`src/fmmd_pkg.sv`:
```
// Shared types, constants and register codes for the min/max waveform decimator.
`default_nettype none

package fmmd_pkg;

	localparam int SAMPLE_W = 16;
	localparam int MAX_CH   = 8;
	localparam int CH_W     = 3;
	localparam int NCH_W    = 4;
	localparam int FPB_W    = 24;
	localparam int BKT_W    = 20;
	localparam int CFG_W    = 24;
	localparam int CFG_IDX_W = 2;

	localparam int CMD_DEPTH_DEF = 4;
	localparam int RES_DEPTH_DEF = 16;

	typedef logic signed [SAMPLE_W-1:0] sample_t;

	localparam sample_t SAMPLE_MAX = {1'b0, {(SAMPLE_W-1){1'b1}}};
	localparam sample_t SAMPLE_MIN = {1'b1, {(SAMPLE_W-1){1'b0}}};

	// configuration register indexes
	localparam logic [CFG_IDX_W-1:0] REG_CHANNELS = 2'd0;
	localparam logic [CFG_IDX_W-1:0] REG_FRAMES   = 2'd1;
	localparam logic [CFG_IDX_W-1:0] REG_BUCKETS  = 2'd2;

	// result kinds
	localparam logic KIND_CHANNEL = 1'b0;
	localparam logic KIND_STEREO  = 1'b1;

	typedef struct packed {
		sample_t            sample;
		logic [CH_W-1:0]    chan;
		logic [NCH_W-1:0]   nch;
		logic               stereo;
		logic               close;
		logic [BKT_W-1:0]   bucket;
	} cmd_t;

	typedef struct packed {
		logic [BKT_W-1:0]   bucket;
		logic               kind;
		logic [CH_W-1:0]    channel;
		sample_t            low;
		sample_t            high;
		sample_t            side_low;
		sample_t            side_high;
		logic               last;
	} res_t;

endpackage

`default_nettype wire

```
`src/fmmd_fifo.sv`:
```
// First-word-fall-through queue used between the front, the back and the result port.
`default_nettype none

module fmmd_fifo #(
	parameter int WIDTH = 8,
	parameter int DEPTH = 4
) (
	input  wire logic             clk,
	input  wire logic             arst_n,
	input  wire logic             push,
	input  wire logic [WIDTH-1:0] wdata,
	output logic                  full,
	input  wire logic             pop,
	output logic [WIDTH-1:0]      rdata,
	output logic                  empty
);

	localparam int PTR_W = (DEPTH > 1) ? $clog2(DEPTH) : 1;
	localparam int CNT_W = $clog2(DEPTH + 1);
	localparam logic [PTR_W-1:0] PTR_LAST = PTR_W'(DEPTH - 1);

	logic [WIDTH-1:0] mem_q [DEPTH];
	logic [PTR_W-1:0] wr_ptr_q;
	logic [PTR_W-1:0] rd_ptr_q;
	logic [CNT_W-1:0] cnt_q;
	logic             do_push;
	logic             do_pop;

	assign full    = (cnt_q == CNT_W'(DEPTH));
	assign empty   = (cnt_q == '0);
	assign do_push = push && !full;
	assign do_pop  = pop && !empty;
	assign rdata   = mem_q[rd_ptr_q];

	always_ff @(posedge clk) begin
		if (do_push) begin
			mem_q[wr_ptr_q] <= wdata;
		end
	end

	always_ff @(posedge clk or negedge arst_n) begin
		if (!arst_n) begin
			wr_ptr_q <= '0;
			rd_ptr_q <= '0;
			cnt_q    <= '0;
		end else begin
			if (do_push) begin
				wr_ptr_q <= (wr_ptr_q == PTR_LAST) ? '0 : wr_ptr_q + 1'b1;
			end
			if (do_pop) begin
				rd_ptr_q <= (rd_ptr_q == PTR_LAST) ? '0 : rd_ptr_q + 1'b1;
			end
			if (do_push && !do_pop) begin
				cnt_q <= cnt_q + 1'b1;
			end else if (do_pop && !do_push) begin
				cnt_q <= cnt_q - 1'b1;
			end
		end
	end

endmodule

`default_nettype wire

```
`src/fmmd_front.sv`:
```
// Front end: configuration registers, channel/frame/bucket tracking and command issue.
`default_nettype none

module fmmd_front import fmmd_pkg::*; (
	input  wire logic                 clk,
	input  wire logic                 arst_n,
	input  wire logic                 cfg_we,
	input  wire logic [CFG_IDX_W-1:0] cfg_index,
	input  wire logic [CFG_W-1:0]     cfg_data,
	input  wire logic                 push,
	input  wire sample_t              sample,
	input  wire logic                 cmd_full,
	output logic                      cmd_push,
	output cmd_t                      cmd
);

	logic [NCH_W-1:0] chan_cnt_q;
	logic [FPB_W-1:0] fpb_q;
	logic [BKT_W-1:0] bkt_lim_q;
	logic [CH_W-1:0]  chpos_q;
	logic [FPB_W-1:0] fpos_q;
	logic [BKT_W-1:0] bkt_q;

	logic [NCH_W-1:0] n_eff;
	logic [FPB_W-1:0] fpb_eff;
	logic             active;
	logic [CH_W-1:0]  chan;
	logic             frame_end;
	logic [FPB_W-1:0] fpos_nx;
	logic             close;

	always_comb begin
		if (chan_cnt_q == '0) begin
			n_eff = NCH_W'(1);
		end else if (chan_cnt_q > NCH_W'(MAX_CH)) begin
			n_eff = NCH_W'(MAX_CH);
		end else begin
			n_eff = chan_cnt_q;
		end
	end

	assign fpb_eff   = (fpb_q == '0) ? FPB_W'(1) : fpb_q;
	assign active    = (bkt_q < bkt_lim_q);
	// a stale position after a channel count change restarts the frame
	assign chan      = ({1'b0, chpos_q} >= n_eff) ? '0 : chpos_q;
	assign frame_end = (({1'b0, chan} + NCH_W'(1)) >= n_eff);
	assign fpos_nx   = fpos_q + FPB_W'(1);
	assign close     = frame_end && ((fpos_nx >= fpb_eff) || (fpos_nx == '0));

	// samples past the last bucket are taken and dropped
	assign cmd_push = push && !cmd_full && active;

	always_comb begin
		cmd.sample = sample;
		cmd.chan   = chan;
		cmd.nch    = n_eff;
		cmd.stereo = (n_eff == NCH_W'(2));
		cmd.close  = close;
		cmd.bucket = bkt_q;
	end

	always_ff @(posedge clk or negedge arst_n) begin
		if (!arst_n) begin
			chan_cnt_q <= NCH_W'(2);
			fpb_q      <= FPB_W'(1);
			bkt_lim_q  <= '0;
			chpos_q    <= '0;
			fpos_q     <= '0;
			bkt_q      <= '0;
		end else begin
			if (cfg_we) begin
				unique case (cfg_index)
					REG_CHANNELS: begin
						chan_cnt_q <= cfg_data[NCH_W-1:0];
					end
					REG_FRAMES: begin
						fpb_q <= cfg_data[FPB_W-1:0];
					end
					REG_BUCKETS: begin
						bkt_lim_q <= cfg_data[BKT_W-1:0];
					end
					default: begin
					end
				endcase
			end
			if (cmd_push) begin
				if (frame_end) begin
					chpos_q <= '0;
					fpos_q  <= close ? '0 : fpos_nx;
					if (close) begin
						bkt_q <= bkt_q + BKT_W'(1);
					end
				end else begin
					chpos_q <= chan + CH_W'(1);
				end
			end
		end
	end

endmodule

`default_nettype wire

```
`src/fmmd_back.sv`:
```
// Back end: min/max accumulators, mid/side tracking and the bucket result sequencer.
`default_nettype none

module fmmd_back import fmmd_pkg::*; (
	input  wire logic clk,
	input  wire logic arst_n,
	input  wire logic cmd_empty,
	input  wire cmd_t cmd,
	output logic      cmd_pop,
	input  wire logic res_full,
	output logic      res_push,
	output res_t      res
);

	typedef enum logic [2:0] {
		ST_TAKE   = 3'b001,
		ST_EMIT   = 3'b010,
		ST_STEREO = 3'b100
	} state_t;

	state_t           state_q;
	sample_t          cmin_q [MAX_CH];
	sample_t          cmax_q [MAX_CH];
	sample_t          mid_min_q;
	sample_t          mid_max_q;
	sample_t          side_min_q;
	sample_t          side_max_q;
	sample_t          held_q;
	logic [CH_W-1:0]  k_q;
	logic [NCH_W-1:0] nch_q;
	logic             stereo_q;
	logic [BKT_W-1:0] bkt_q;

	logic [CH_W-1:0]     rd_idx;
	sample_t             rd_min;
	sample_t             rd_max;
	logic [SAMPLE_W:0]   sum_w;
	logic [SAMPLE_W:0]   diff_w;
	sample_t             mid;
	sample_t             side;
	logic                k_is_last;
	logic                emit_st;

	assign rd_idx = (state_q == ST_EMIT) ? k_q : cmd.chan;
	assign rd_min = cmin_q[rd_idx];
	assign rd_max = cmax_q[rd_idx];

	// floor halving: drop the low bit of the sign-extended sum
	assign sum_w  = {held_q[SAMPLE_W-1], held_q} + {cmd.sample[SAMPLE_W-1], cmd.sample};
	assign diff_w = {held_q[SAMPLE_W-1], held_q} - {cmd.sample[SAMPLE_W-1], cmd.sample};
	assign mid    = sum_w[SAMPLE_W:1];
	assign side   = diff_w[SAMPLE_W:1];

	assign k_is_last = (({1'b0, k_q} + NCH_W'(1)) == nch_q);
	assign emit_st   = (state_q == ST_EMIT) || (state_q == ST_STEREO);
	assign cmd_pop   = (state_q == ST_TAKE) && !cmd_empty;
	assign res_push  = emit_st && !res_full;

	always_comb begin
		res.bucket = bkt_q;
		if (state_q == ST_STEREO) begin
			res.kind      = KIND_STEREO;
			res.channel   = '0;
			res.low       = mid_min_q;
			res.high      = mid_max_q;
			res.side_low  = side_min_q;
			res.side_high = side_max_q;
			res.last      = 1'b1;
		end else begin
			res.kind      = KIND_CHANNEL;
			res.channel   = k_q;
			res.low       = rd_min;
			res.high      = rd_max;
			res.side_low  = '0;
			res.side_high = '0;
			res.last      = !stereo_q && k_is_last;
		end
	end

	always_ff @(posedge clk or negedge arst_n) begin
		if (!arst_n) begin
			state_q    <= ST_TAKE;
			for (int i = 0; i < MAX_CH; i++) begin
				cmin_q[i] <= SAMPLE_MAX;
				cmax_q[i] <= SAMPLE_MIN;
			end
			mid_min_q  <= SAMPLE_MAX;
			mid_max_q  <= SAMPLE_MIN;
			side_min_q <= SAMPLE_MAX;
			side_max_q <= SAMPLE_MIN;
			held_q     <= '0;
			k_q        <= '0;
			nch_q      <= '0;
			stereo_q   <= 1'b0;
			bkt_q      <= '0;
		end else begin
			unique case (state_q)
				ST_TAKE: begin
					if (cmd_pop) begin
						if (cmd.sample < rd_min) begin
							cmin_q[cmd.chan] <= cmd.sample;
						end
						if (cmd.sample > rd_max) begin
							cmax_q[cmd.chan] <= cmd.sample;
						end
						if (cmd.stereo) begin
							if (cmd.chan == '0) begin
								held_q <= cmd.sample;
							end else begin
								if (mid < mid_min_q) mid_min_q <= mid;
								if (mid > mid_max_q) mid_max_q <= mid;
								if (side < side_min_q) side_min_q <= side;
								if (side > side_max_q) side_max_q <= side;
							end
						end
						if (cmd.close) begin
							state_q  <= ST_EMIT;
							k_q      <= '0;
							nch_q    <= cmd.nch;
							stereo_q <= cmd.stereo;
							bkt_q    <= cmd.bucket;
						end
					end
				end
				ST_EMIT: begin
					if (res_push) begin
						if (!k_is_last) begin
							k_q <= k_q + CH_W'(1);
						end else if (stereo_q) begin
							state_q <= ST_STEREO;
						end else begin
							// bucket done: empty all accumulators
							for (int i = 0; i < MAX_CH; i++) begin
								cmin_q[i] <= SAMPLE_MAX;
								cmax_q[i] <= SAMPLE_MIN;
							end
							mid_min_q  <= SAMPLE_MAX;
							mid_max_q  <= SAMPLE_MIN;
							side_min_q <= SAMPLE_MAX;
							side_max_q <= SAMPLE_MIN;
							state_q    <= ST_TAKE;
						end
					end
				end
				ST_STEREO: begin
					if (res_push) begin
						for (int i = 0; i < MAX_CH; i++) begin
							cmin_q[i] <= SAMPLE_MAX;
							cmax_q[i] <= SAMPLE_MIN;
						end
						mid_min_q  <= SAMPLE_MAX;
						mid_max_q  <= SAMPLE_MIN;
						side_min_q <= SAMPLE_MAX;
						side_max_q <= SAMPLE_MIN;
						state_q    <= ST_TAKE;
					end
				end
				default: begin
					state_q <= ST_TAKE;
				end
			endcase
		end
	end

`ifndef SYNTHESIS
	a_close_starts_run: assert property (@(posedge clk) disable iff (!arst_n)
		(cmd_pop && cmd.close) |=> (state_q == ST_EMIT && k_q == '0))
		else $error("bucket close did not start result run at channel zero");

	a_emit_in_range: assert property (@(posedge clk) disable iff (!arst_n)
		(state_q == ST_EMIT) |-> ({1'b0, k_q} < nch_q))
		else $error("result channel beyond channel count");

	a_stereo_only_two: assert property (@(posedge clk) disable iff (!arst_n)
		(state_q == ST_STEREO) |-> (stereo_q && nch_q == NCH_W'(2)))
		else $error("mid/side result outside stereo");

	a_cleared_after_run: assert property (@(posedge clk) disable iff (!arst_n)
		(state_q == ST_STEREO && res_push) |=>
		(state_q == ST_TAKE && mid_min_q == SAMPLE_MAX && side_max_q == SAMPLE_MIN))
		else $error("accumulators not emptied after bucket close");
`endif

endmodule

`default_nettype wire

```
`src/waveform_min_max_decimator_core.sv`:
```
// Top level of the min/max waveform decimator: front, command queue, back, result queue.
// Samples flow through the command queue to the back end, results through the result queue.
// Throughput: one sample per cycle while the command queue has room; at a bucket close
// the back end emits one result per channel, plus mid/side in stereo, taking no samples.
// Reset (arst_n low): queues empty, counters zero, accumulators empty, registers at defaults.
`default_nettype none

module waveform_min_max_decimator_core import fmmd_pkg::*; #(
	parameter int CMD_DEPTH = CMD_DEPTH_DEF,
	parameter int RES_DEPTH = RES_DEPTH_DEF
) (
	input  wire logic                 clk,
	input  wire logic                 arst_n,
	input  wire logic                 cfg_we,
	input  wire logic [CFG_IDX_W-1:0] cfg_index,
	input  wire logic [CFG_W-1:0]     cfg_data,
	input  wire logic                 push,
	output logic                      full,
	input  wire sample_t              sample,
	output logic                      empty,
	input  wire logic                 pop,
	output logic [BKT_W-1:0]          bucket,
	output logic                      kind,
	output logic [CH_W-1:0]           channel,
	output sample_t                   low,
	output sample_t                   high,
	output sample_t                   side_low,
	output sample_t                   side_high,
	output logic                      last
);

	cmd_t cmd_in;
	cmd_t cmd_out;
	logic cmd_push;
	logic cmd_full;
	logic cmd_pop;
	logic cmd_empty;
	res_t res_in;
	res_t res_out;
	logic res_push;
	logic res_full;

	assign full = cmd_full;

	fmmd_front u_front (
		.clk       (clk),
		.arst_n    (arst_n),
		.cfg_we    (cfg_we),
		.cfg_index (cfg_index),
		.cfg_data  (cfg_data),
		.push      (push),
		.sample    (sample),
		.cmd_full  (cmd_full),
		.cmd_push  (cmd_push),
		.cmd       (cmd_in)
	);

	fmmd_fifo #(
		.WIDTH ($bits(cmd_t)),
		.DEPTH (CMD_DEPTH)
	) u_cmd_q (
		.clk    (clk),
		.arst_n (arst_n),
		.push   (cmd_push),
		.wdata  (cmd_in),
		.full   (cmd_full),
		.pop    (cmd_pop),
		.rdata  (cmd_out),
		.empty  (cmd_empty)
	);

	fmmd_back u_back (
		.clk       (clk),
		.arst_n    (arst_n),
		.cmd_empty (cmd_empty),
		.cmd       (cmd_out),
		.cmd_pop   (cmd_pop),
		.res_full  (res_full),
		.res_push  (res_push),
		.res       (res_in)
	);

	fmmd_fifo #(
		.WIDTH ($bits(res_t)),
		.DEPTH (RES_DEPTH)
	) u_res_q (
		.clk    (clk),
		.arst_n (arst_n),
		.push   (res_push),
		.wdata  (res_in),
		.full   (res_full),
		.pop    (pop),
		.rdata  (res_out),
		.empty  (empty)
	);

	assign bucket    = res_out.bucket;
	assign kind      = res_out.kind;
	assign channel   = res_out.channel;
	assign low       = res_out.low;
	assign high      = res_out.high;
	assign side_low  = res_out.side_low;
	assign side_high = res_out.side_high;
	assign last      = res_out.last;

endmodule

`default_nettype wire
```
`config.mk`:
```
export PLATFORM = sky130hd
export DESIGN_NAME = waveform_min_max_decimator_core
export DESIGN_NICKNAME = d
export VERILOG_FILES = /design/src/fmmd_pkg.sv /design/src/fmmd_fifo.sv /design/src/fmmd_front.sv /design/src/fmmd_back.sv /design/src/waveform_min_max_decimator_core.sv
export SDC_FILE = /design/constraint.sdc
export NUM_CORES = 2
export LEC_CHECK = 0
export ABC_AREA = 1
export ABC_CLOCK_PERIOD_IN_PS = 5920
export BUFFER_PORTS_ARGS = -buffer_cell sky130_fd_sc_hd__buf_2
export CAP_MARGIN = 30
export CORE_ASPECT_RATIO = 0.8
export CORE_UTILIZATION = 40
export CTS_CLUSTER_DIAMETER = 80
export DETAILED_ROUTE_END_ITERATION = 10
export GPL_ROUTABILITY_DRIVEN = 0
export PLACE_DENSITY = 0.62
export SYNTH_ARGS = -nofsm -noshare
export SYNTH_HDL_FRONTEND = slang
export SYNTH_SLANG_ARGS = --single-unit
```
`constraint.sdc`:
```
create_clock -name clk -period 5.92 [get_ports clk]
set_input_delay 0.296 -clock clk [delete_from_list [all_inputs] [get_ports clk]]
set_output_delay 0.296 -clock clk [all_outputs]
set_load 0.005 [all_outputs]
```
==> impl_summary.md <==
Setup path
STA classifies the critical path endpoint as a flip-flop. On the worst path, the slowest cell contributes a delay of 0.43 ns. The worst-path cell with the longest stage delay is sky130_fd_sc_hd__dfrtp_2. The worst register-to-register path has a setup slack of 0.44 ns.

The number of cells on the worst reg-to-reg path is 33. Data on the critical path is required at its endpoint by 6.66 ns. The critical setup path kind is flip-flop to flip-flop. The arrival time of data at the critical path endpoint is 6.22 ns. The terminus of the critical flop-to-flop path is u_back.mid_max_q[3]. The largest fanout of any net on the critical path is 26. The startpoint of the most critical register-to-register path is u_cmd_q.rd_ptr_q[0]. The most numerous cell on the critical path is sky130_fd_sc_hd__nand2_1. The worst setup path is launched from a flip-flop.

Synth
The fraction of synthesis flops using an asynchronous set or reset pin is 23.1%. Synthesis instantiated 60 different standard cells from the library. In the synthesized netlist the dominant register cell turns out to be sky130_fd_sc_hd__edfxtp_1. The area share of the leading cell type in the synthesized netlist is 53.6%. The simple-gate area share of the yosys netlist is 12.7%. The total nets after synthesis is 8253. The average footprint of a synthesized cell is 11.2 um^2. Summing the areas of all fa, ha and maj instances in the mapped netlist gives 2.77% of the synthesized area. The count of warnings emitted by yosys is 0. The synthesized design spends more area on one cell type than any other, namely sky130_fd_sc_hd__edfxtp_1. The area of the mapped netlist is 89900 um^2. The dominant combinational cell family by area after synthesis is simple AND/OR/NAND/NOR gates. After Yosys synthesis, XOR and XNOR cells account for 0.749% of the synthesized area.

The fraction of synthesized area in multiplexers is 0.0125%. Summing the sequential cell areas from Yosys gives 67.2% of the chip area. The number of cells produced by synthesis is 8009. The number of enable flip-flop cells after synthesis is 1604. The complex-gate fraction of the synthesized area is 12.3%. The flop and latch count out of synthesis is 2086. Yosys attributes the largest share of cell area to sky130_fd_sc_hd__edfxtp_1 (54%), sky130_fd_sc_hd__dfrtp_1 (8.9%), sky130_fd_sc_hd__o21ai_0 (6.0%).

Clock network
In this run, CTS created clock tree buffers numbering 202. The TritonCTS clock tree is done. The buffer type at the clock tree root is sky130_fd_sc_hd__clkbuf_16. The clock input transition at the sequential cells of the worst setup and hold paths is 0.06 ns.

The clock passes through at most 3 buffers. The clock tree synthesis step divided the H-tree into 4 levels. The later pin in the worst-skew pair is clocked with a latency of 0.88 ns. Counting every sink on the clock net gives 2086.

Timing
The minimum period implied by the final worst setup slack is 5.48 ns. The final total negative setup slack is 0 ns. Setup repair after global routing left no endpoint under its margin. The least setup slack across all paths after layout is 0.435 ns. The max-slew violation count came to 0.

Headroom to the max-slew limit came out at 7.77%. Clock skew on the completed layout was measured at 0.0800 ns. The post-route clock period utilization is 92.6%. For this run, the top clock speed supported by timing is 0.182 GHz. The count of endpoints failing hold in the final timing report came to 0. The total setup violations reported at the end of the flow is 0. The pin slew with the least headroom to its limit is 1.38 ns.

Floorplan
For this configuration, the core starts out at a cell density of 40.3%. The die footprint is 227000 um^2. From bottom edge to top edge, the die measures 426 um.

The width of the die is 532 um. The core region is 223000 um^2. The floorplan has 155 rows. In this run the count of I/O pins placed on the die edge is 138.

Layout
The post-layout instance area is 102000 um^2. The count of cells in the finished layout, fillers not included, comes to 11.3k. The post-route netlist has 11.1% of its cells at a drive strength greater than 1. Relative to the synthesized area, the layout overhead comes to 13.5%. The number of nets in the final layout is 8355.

Run status
The final reports fail on design-rule violations. The flow ran to the end, but the final reports show violations.

Global routing
The wire length of the first global-routing pass is 391000 um. The met3 track utilization from global routing is 4.08%. The most utilized layer in the global route result is met2.

The overall track demand over capacity in global routing is 22.7%. The met2 global-route usage is 34.8%. The number of global-route vias before repair was 60.9k.

The pin count of the biggest net entering global routing is 254. In the global route stage, met1 resource usage came out at 33.2%. Summed over all layers, the global routing overflow is 0. The number of antenna violations at the first check in global routing is 4.

Detailed routing
Dividing the detail-routed via count by the number of cells gives 5.67. The routed wire length is 262000 um. The number of routed nets with antenna violations is 0. The count of routing violations after the opening detailed-route iteration is 8804. For this run, design rule violations remaining after detail routing come to 14. The routed layout has 63.9k vias. After detailed routing, the average wire length per cell comes to 23.2 um.

The pre-antenna-repair detailed-routing pass consisted of 9 iterations.

Placed design
Once placement finished, the instance area stood at 94800 um^2. In this run, placement finished with an instance count of 10.8k. Detailed placement finished with a half-perimeter wire length of 146000 um. OpenSTA, run right after detailed placement, puts the worst setup slack at 0.355 ns. The count of input and output buffers is 137.

Job
The number of violations of the max-capacitance limit is 0.

Worst hold path
The classification of the worst-slack hold path is primary input to asynchronous set/reset pin.
stage by stage:
step	hold WS [ns]	util, %
after floorplan	0.000409	-
after global placement	0.278	42.3
after detailed placement	0.279	42.5
after CTS	0.123	45.7
after global routing	0.156	45.7
final	0.150	45.7
worst max path at each step:
stage / from / to / slack, ns / cells past startpoint
after floorplan: u_cmd_q.rd_ptr_q[0] / u_back.side_max_q[10] / 0.21 / 33
after global placement: u_cmd_q.rd_ptr_q[1] / u_back.side_max_q[12] / 0.43 / 28
after detailed placement: u_cmd_q.rd_ptr_q[1] / u_back.mid_max_q[7] / 0.35 / 25
after CTS: u_cmd_q.rd_ptr_q[1] / u_back.mid_max_q[7] / 0.27 / 25
after global routing: u_cmd_q.rd_ptr_q[0] / u_back.mid_max_q[7] / 0.01 / 33
final: u_cmd_q.rd_ptr_q[0] / u_back.mid_max_q[3] / 0.44 / 33
cell type report:
| type | instances | area [um^2] |
|---|---|---|
| diodes | 2 | 5.00 |
| clock buffers | 262 | 5420 |
| clock inverters | 118 | 1270 |
| fillers | 20100 | 121000 |
| inverters | 476 | 1820 |
| multi-input cells | 4932 | 25900 |
| flip-flops and latches | 2086 | 60400 |
| well taps | 2983 | 3730 |
| repair buffers | 413 | 3460 |
placed cells by master, fill, tap and decap left out, drive strengths merged, types with 3 or more instances in the layout:
master and count:
buf 367, fa 4, o21a 5, nand2 1351
o211ai 17, a32oi 15, xnor2 18, a211oi 8
dfrtp 319, clkbuf 263, or2 3, xor2 58
bufinv 15, edfxtp 1604, nor4 16, nand3 390
nand4 213, a21oi 409, o2111ai 3, a221oi 114
a31oi 29, ha 193, nor3 29, o221a 3
o21bai 5, clkinvlp 9, clkinv 105, dlygate4sd3 45
a22oi 17, a21o 3, a21boi 4, o22ai 137
o221ai 98, o21ai 1080, nor2 701, inv 465
dfstp 163
synth_stat cells, drive strengths merged (18+ instances only):
library cell	count
nand4	213
nand3	390
o21ai	1080
a21oi	409
buf	79
dfstp	163
edfxtp	1604
inv	460
a221oi	114
o22ai	137
nand2	1351
xor2	58
nor2	701
ha	193
clkbuf	436
nor3	29
o221ai	98
a31oi	29
dfrtp	319
xnor2	18
state kept, by name, indices dropped and copies added (netlist names), 4 cells and up:
name / count
u_front.bkt_q: 20
u_back.nch_q: 4
u_front.chan_cnt_q: 4
u_back.cmin_q: 128
u_front.fpb_q: 24
u_front.bkt_lim_q: 20
u_back.bkt_q: 20
u_back.mid_max_q: 16
u_back.mid_min_q: 16
u_front.fpos_q: 24
u_back.cmax_q: 128
u_res_q.rd_ptr_q: 4
u_back.side_min_q: 16
u_res_q.cnt_q: 5
u_back.held_q: 16
u_res_q.mem_q: 1424
u_res_q.wr_ptr_q: 4
u_back.side_max_q: 16
u_cmd_q.mem_q: 180
layer usage:
layer / part of all wire (%) / vias to the layer above / wire, um
li1: - / 28900 / -
met1: 44 / 31800 / 115000
met2: 45 / 2918 / 117000
met3: 9.3 / 366 / 24400
met4: 2.0 / 0 / 5280
met5: 0 / - / 0
kinds of logic (layout without fill, tap and decap cells):
group | after synthesis | in the layout
XOR/XNOR | 76 | 76
AO/OA/AOI/OAI | 1951 | 1951
AND/OR/NAND/NOR | 2707 | 2707
other | 0 | 2
buffers and inverters | 991 | 1269
adder cells (fa/ha/maj) | 197 | 197
flip-flops | 2086 | 2086
multiplexers | 1 | 1
what timing repair did:
action                                  in CTS  in global routing
hold buffers                                46                  0
gates resized for setup                      0                 10
endpoints found under the setup margin       0                 69
setup buffers                                0                  0
hold endpoints to repair                   289                  0
critical path, delay by kind of cell, from the launching register on:
kind	cells	cell delay (ns)
flops	1	0.43
fa+ha+maj	2	0.73
simple gates	13	1.21
buf+inv	6	1.01
compound gates	10	1.55
xor+xnor	2	0.39
Power is left out: the tool's default activity adds up to more than one toggle a clock period on the data nets, which glitch-free logic cannot reach.
